File: config.mk
export PLATFORM = sky130hd
export DESIGN_NAME = sbbs_div
export DESIGN_NICKNAME = d
export VERILOG_FILES = /design/src/sbbs_div.sv
export SDC_FILE = /design/constraint.sdc
export NUM_CORES = 1
export LEC_CHECK = 0
export BUFFER_PORTS_ARGS = -buffer_cell sky130_fd_sc_hd__buf_2
export CAP_MARGIN = 5
export CORE_MARGIN = 2
export CORE_UTILIZATION = 40
export DETAILED_ROUTE_END_ITERATION = 8
export GPL_TIMING_DRIVEN = 0
export HOLD_SLACK_MARGIN = 0.12
export PLACE_DENSITY = 0.63
export SLEW_MARGIN = 30
export SYNTH_ARGS = -nofsm -noshare
export SYNTH_HDL_FRONTEND = slang
export SYNTH_SLANG_ARGS = --single-unit
File: constraint.sdc
create_clock -name clk -period 2.7 [get_ports clk]
set_input_delay 0.135 -clock clk [delete_from_list [all_inputs] [get_ports clk]]
set_output_delay 0.135 -clock clk [all_outputs]
set_load 0.03 [all_outputs]
File: src/sbbs_div.sv
// ----------------------------------------------------------------------------
// sbbs_div
// Two-lane restoring divider with a shared divisor. One quotient bit per
// lane per cycle; quotients hold after done until the next start.
// ----------------------------------------------------------------------------
module sbbs_div #(
  parameter int NUM_W = 27,
  parameter int DEN_W = 11
) (
  input  logic             clk,
  input  logic             rst_n,
  input  logic             start,
  input  logic [DEN_W-1:0] divisor,
  input  logic [NUM_W-1:0] num0,
  input  logic [NUM_W-1:0] num1,
  output logic             done,
  output logic [NUM_W-1:0] quo0,
  output logic [NUM_W-1:0] quo1
);

  localparam int CNT_W = $clog2(NUM_W + 1);

  logic             busy_r, busy_nxt;
  logic             done_r, done_nxt;
  logic [CNT_W-1:0] cnt_r, cnt_nxt;
  logic [DEN_W-1:0] den_r, den_nxt;
  logic [DEN_W-1:0] rem_r   [2];
  logic [DEN_W-1:0] rem_nxt [2];
  logic [NUM_W-1:0] quo_r   [2];
  logic [NUM_W-1:0] quo_nxt [2];
  logic [DEN_W:0]   shifted [2];
  logic [DEN_W:0]   trial   [2];
  logic             fits    [2];

  // Shift in one numerator bit per lane and try to subtract
  always_comb begin
    busy_nxt = busy_r;
    done_nxt = 1'b0;
    cnt_nxt  = cnt_r;
    den_nxt  = den_r;
    for (int i = 0; i < 2; i++) begin
      shifted[i] = {rem_r[i], quo_r[i][NUM_W-1]};
      trial[i]   = shifted[i] - {1'b0, den_r};
      fits[i]    = (shifted[i] >= {1'b0, den_r});
      rem_nxt[i] = rem_r[i];
      quo_nxt[i] = quo_r[i];
    end
    if (start) begin
      busy_nxt   = 1'b1;
      cnt_nxt    = CNT_W'(NUM_W - 1);
      den_nxt    = divisor;
      rem_nxt[0] = '0;
      rem_nxt[1] = '0;
      quo_nxt[0] = num0;
      quo_nxt[1] = num1;
    end else if (busy_r) begin
      for (int i = 0; i < 2; i++) begin
        rem_nxt[i] = fits[i] ? trial[i][DEN_W-1:0] : shifted[i][DEN_W-1:0];
        quo_nxt[i] = {quo_r[i][NUM_W-2:0], fits[i]};
      end
      if (cnt_r == '0) begin
        busy_nxt = 1'b0;
        done_nxt = 1'b1;
      end else begin
        cnt_nxt = cnt_r - 1'b1;
      end
    end
  end

  // Control state
  always_ff @(posedge clk) begin
    if (!rst_n) begin
      busy_r <= 1'b0;
      done_r <= 1'b0;
    end else begin
      busy_r <= busy_nxt;
      done_r <= done_nxt;
    end
  end

  // Datapath
  always_ff @(posedge clk) begin
    cnt_r    <= cnt_nxt;
    den_r    <= den_nxt;
    rem_r[0] <= rem_nxt[0];
    rem_r[1] <= rem_nxt[1];
    quo_r[0] <= quo_nxt[0];
    quo_r[1] <= quo_nxt[1];
  end

  assign done = done_r;
  assign quo0 = quo_r[0];
  assign quo1 = quo_r[1];

endmodule
# Word-level counts from Yosys, hierarchy flattened

Memory sizes are Yosys's and may differ from the RTL's.
Index checks and enable logic that the tools add are counted.

Register bits after elaboration: 18
RAM bits: 76
Bits of input ports: 68
Output and inout port bits: 55
Word-level logic and storage cells: 27
Memories kept: 2

Add/sub/neg operators: 3
Order comparisons: 2
Multiplexer cells: 10
Bitwise gates (word level): 3
Reductions and logical operators: 3

Memories:

| memory | depth | bits a word | rd ports | clocked after Yosys merged registers in | write ports | RTL line | RTL |
|---|---|---|---|---|---|---|---|
| quo_r  | 2     | 27          | 2        | 0                                       | 2           | 29       | `logic [NUM_W-1:0] quo_r [2];` |
| rem_r  | 2     | 11          | 2        | 0                                       | 2           | 27       | `logic [DEN_W-1:0] rem_r [2];` |

Operators by type and width:

| cell                | count |
|---|---|
| $mux 54             | 2 |
| $mux 22             | 2 |
| $ge 12x11->1        | 2 |
| $mux 11             | 2 |
| $sub 11x11->11      | 2 |
| $logic_not 5->1     | 1 |
| $sub 5x1->5 const B | 1 |
| $mux 1              | 4 |
| $not 1->1           | 3 |
| $reduce_or 3->1     | 1 |
| $reduce_and 2->1    | 1 |

# Depth between registers and ports, before layout

Depth in word-level cells: 4
Depth in mapped cells: 10
Gate-level depth less buffers: 9

# Least setup slack after synthesis

Ideal clock, no wire load.

Path type: register -> register
Start point: memory quo_r[0][26]
End point: memory rem_r[0][5]
Setup time: 0.091 ns
Arrival time: 2.429 ns
Required time: 2.609 ns
Slack: 0.180 ns
Cell stages (with the launch flop): 10
Buffers on the path: 0
Period minus slack after synthesis: 2.520 ns
Cells stage by stage: edfxtp_1 inv_1 ha_1 fa_1 nand2b_1 a21o_1 a21oi_4 o21ai_4 or3b_1 a311oi_1

RTL lines:

| item            | RTL line |
|---|---|
| start, declared | 29 |
| end, declared   | 27 |

==> results list <==
- Number of setup buffers added after CTS: 0
* Final Wtd Congestion: 0.897
* Largest stage delay on the critical path: 0.40 ns
* Number of stages on the worst hold path: 1
* Distinct cell type count of the synthesized netlist: 64
- Vertical extent of the die: 116 um
* Number of port buffers: 122
- The average instance in the mapped netlist occupies 11.6 um2.
* Final WS setup: 0.108 ns
- The root buffer cell chosen for the clock tree is sky130_fd_sc_hd__clkbuf_16.
* Area of the mapped netlist: 5020 um2
* WP data required: 2.96 ns
* Number of antenna-violating nets in the routed design: 0
- Summing the areas of all compound-gate instances in the mapped netlist gives 12.6% of the synthesized area.
* Io pins: 123
- The synthesized netlist devotes 10.7% of its cell area to simple gates.
* Reg2reg path depth: 9
- The routed layout has 4170 vias.
- After detailed routing, the number of remaining DRC violations is 0.
* Post-Syn Instances: 434
- Row count: 40
- The critical path in this run is classified as reg2reg.
- Multiplexer cells account for 13.6% of the synthesized area.
- The total count of max-transition violations in the final report was 0.
- Count of nets after finishing: 727
- After detailed routing, the average wire length per cell comes to 16.1 um.
- Among all flip-flop cells after synthesis, the most frequent one is sky130_fd_sc_hd__edfxtp_1.
* Library cell occupying the most area in the post-synthesis netlist: sky130_fd_sc_hd__edfxtp_1
- Count of yosys warnings during synthesis: 0
* Run status: finished, final reports clean
- Count of inserted antenna diode cells: 0
* Area enclosed by the die boundary: 13500 um2
- Setup violations remaining at the end of the flow were counted as 0.
* Final critical delay including setup and external delays: 2.59 ns
- Summing the sequential cell areas from Yosys gives 50.5% of the chip area.
- Number of global-route vias before repair: 4081
- Counting tap cells, the placed design contains a total of 725 instances.
- On the critical path, the stage with the largest delay is an instance of sky130_fd_sc_hd__edfxtp_1.
- Total leakage power: 2.87 nW
- Type of element launching the critical path: register
- Of all nets on the critical path, the largest fanout is 7.
- For this run, the share of the core covered by cells in the final layout is 56.9%.
* Number of violations of the max-capacitance limit: 0
- RSZ-0062 raised after global routing: no
* Top-area cell type share of the netlist area: 38.9%
- First-pass GRT wire length: 20000 um
* Num CTS Buffers: 9
- Once detailed placement completed, the half-perimeter wirelength came to 8990 um.
- Tracing the worst setup path back leads to its startpoint at quo_r[0][26].
* Pin count of the biggest net entering global routing: 48
* Clock-pin slew on the worst setup and hold paths: 0.07 ns
- Post-Synth Adder-Cell Area: 6.54%
- Crit path DAT: 2.85 ns
- Share of async-settable or async-resettable flops after synthesis: 0%
- Clock tree buffer depth: 2
- The number of nets in the synthesized netlist is 527.
* Path type of the worst min-delay path: in2reg
- TritonCTS Sinks: 94
* Number of search-and-repair iterations in the first detailed-routing pass: 4
- Leaving out filler cells and counting taps, the final layout contains 807.
* Remaining max-slew budget at the tightest pin: 57.5%
- For this configuration, the core starts out at a cell density of 41.4%.
- Core area: 12100 um2
- The H-tree was split into 3 levels.
- In the final layout, the share of cells above drive strength 1 is 33.0%.
* Number of flops mapped to enable cells by yosys: 65
- Dividing the final minimum period by the clock period gives 96.0%.
- The startpoint identified for the worst register-to-register timing path is quo_r[0][26].
- Maximum vdd ir drop: 560 uV
* Fmax: 386 MHz
* Cell types with the largest area share after synthesis: sky130_fd_sc_hd__edfxtp_1 39%, sky130_fd_sc_hd__mux2_2 12%, sky130_fd_sc_hd__dfxtp_1 12%, sky130_fd_sc_hd__ha_1 5.7%, sky130_fd_sc_hd__nor2_1 2.8%
- Fin. Hold Viols: 0
- TritonCTS built the clock tree.
- Grt ovf: 0
* Detailed Route WL: 13000 um
* Worst setup skew after layout: 0.00882 ns
- Before CTS, the worst setup slack after placement is 0.00946 ns.
* Number of antenna violations at the first check in global routing: 0
- Traced cell by cell, the critical path runs through inv_1 > ha_1 > fa_1 > nand2b_1 > a21o_1 > a21oi_4 > o21ai_4 > or3b_1 > a311oi_1.
- Post-synthesis sequential element count: 94
* Via density: 5.17
- X dimension of the die: 116 um
- Across all hold checks on the routed design, the worst slack comes to 0.197 ns.
- Dividing total power by cell area gives a power density of 642 nW/um2.
* Fraction of synthesized cell area in xor and xnor cells: 2.44%
- Clock latency reported for the late side of the worst-skew pair: 0.35 ns
- For the pin with the worst max-slew slack, the measured transition is 0.637 ns.
* Crit. End Element: register
* Main combinational cell family by area after synthesis: multiplexers
- Worst min-delay path startpoint: start
- The completed layout was analyzed and its total power is 0.00442 W.
* Count of routing violations after the opening detailed-route iteration: 300
* Post-synthesis to final-layout area growth: 37.4%
* Global-route usage over all layers: 19.3%
-- synth_stat cells, drive strengths merged, types with 2 or more instances --
cell	instances
nor4b	2
ha	23
a211oi	10
edfxtp	65
dfxtp	29
o211ai	5
o31a	2
mux2	56
nand2	26
a311oi	8
nand4	8
nor2b	7
a21oi	14
xnor2	9
o21ai	15
o21a	4
fa	2
nand2b	7
o2111ai	2
a31oi	2
mux2i	5
clkbuf	14
a21o	5
buf	7
o21bai	2
inv	25
nor3	4
and3	2
nor2	38
xor2	5
nand3	8
-- placed cells by master (no fill, tap or decap), types with 15 or more instances in the layout --
cell / count
sky130_fd_sc_hd__buf_2: 125
sky130_fd_sc_hd__dlygate4sd3_1: 66
sky130_fd_sc_hd__ha_1: 23
sky130_fd_sc_hd__mux2_2: 55
sky130_fd_sc_hd__nor2_1: 38
sky130_fd_sc_hd__edfxtp_1: 65
sky130_fd_sc_hd__inv_1: 24
sky130_fd_sc_hd__nand2_1: 26
sky130_fd_sc_hd__dfxtp_1: 29
sky130_fd_sc_hd__clkbuf_1: 15
-- sequential cells by signal, summed over array words and instances, names as in the netlist --
signal	cells
cnt_r	5
den_r	11
busy_r	1
rem_r	22
done	1
quo_r	54
-- metrics by stage --
stage	area, um2	TNS [ns]
6_report	6890	0
5_1_grt	6890	0
4_1_cts	6880	0
3_5_place_dp	5870	0
3_3_place_gp	5840	-9.46
2_1_floorplan	5020	0
-- layout make-up --
cell class / count / area [um2]
clock buffer: 10 / 229
clock inverter: 6 / 115
buffer: 21 / 93.8
tap: 168 / 210
multi-input combinational: 294 / 2320
sequential: 94 / 2530
inverter: 25 / 96.3
fill: 1046 / 5220
timing repair buffer: 189 / 1300
-- routing by layer --
metal | track usage [%] | routed length [um]
met5 | 0 | 0
met4 | 6.27 | 208
met1 | 23.2 | 5470
met3 | 6.22 | 794
met2 | 33.1 | 6520
-- kinds of logic (layout without fill, tap and decap cells) --
family | count (synthesis) | in the layout
flops | 94 | 94
fa+ha+maj | 25 | 25
simple gates | 109 | 109
xor+xnor | 14 | 14
mux | 61 | 61
compound gates | 85 | 85
buf+inv | 46 | 251
-- what timing repair did --
| action | 4_1_cts | 5_1_grt |
|---|---|---|
| hold buffers | 66 | 0 |
| hold endpoints to repair | 67 | 0 |
| cloned | 0 | 0 |
| endpoints found under the setup margin | 1 | 6 |
| resized for setup | 1 | 3 |
-- final timing paths --
| check | endpoint | slack, ns |
|---|---|---|
| setup reg to reg | rem_r[0][5] | 0.11 |
| hold / removal | den_r[9] | 0.20 |
| hold reg to reg | cnt_r[4] | 0.45 |
| setup / recovery | rem_r[0][5] | 0.11 |
-- worst max-delay path: cells and delay by family, from the launching register on --
family,cells,cell delay [ns]
flops,1,0.40
buf+inv,1,0.08
compound gates,4,0.80
simple gates,2,0.58
fa+ha+maj,2,0.63
-- power breakdown --
group | switching [W] | internal, W | leakage (nW)
clock network | 0.000574 | 0.000913 | 0.164
registers | 0.0000827 | 0.00171 | 0.890
logic | 0.000664 | 0.000481 | 1.82
total | 0.00132 | 0.00310 | 2.87
No activity file was read; power rests on OpenSTA's default activity.
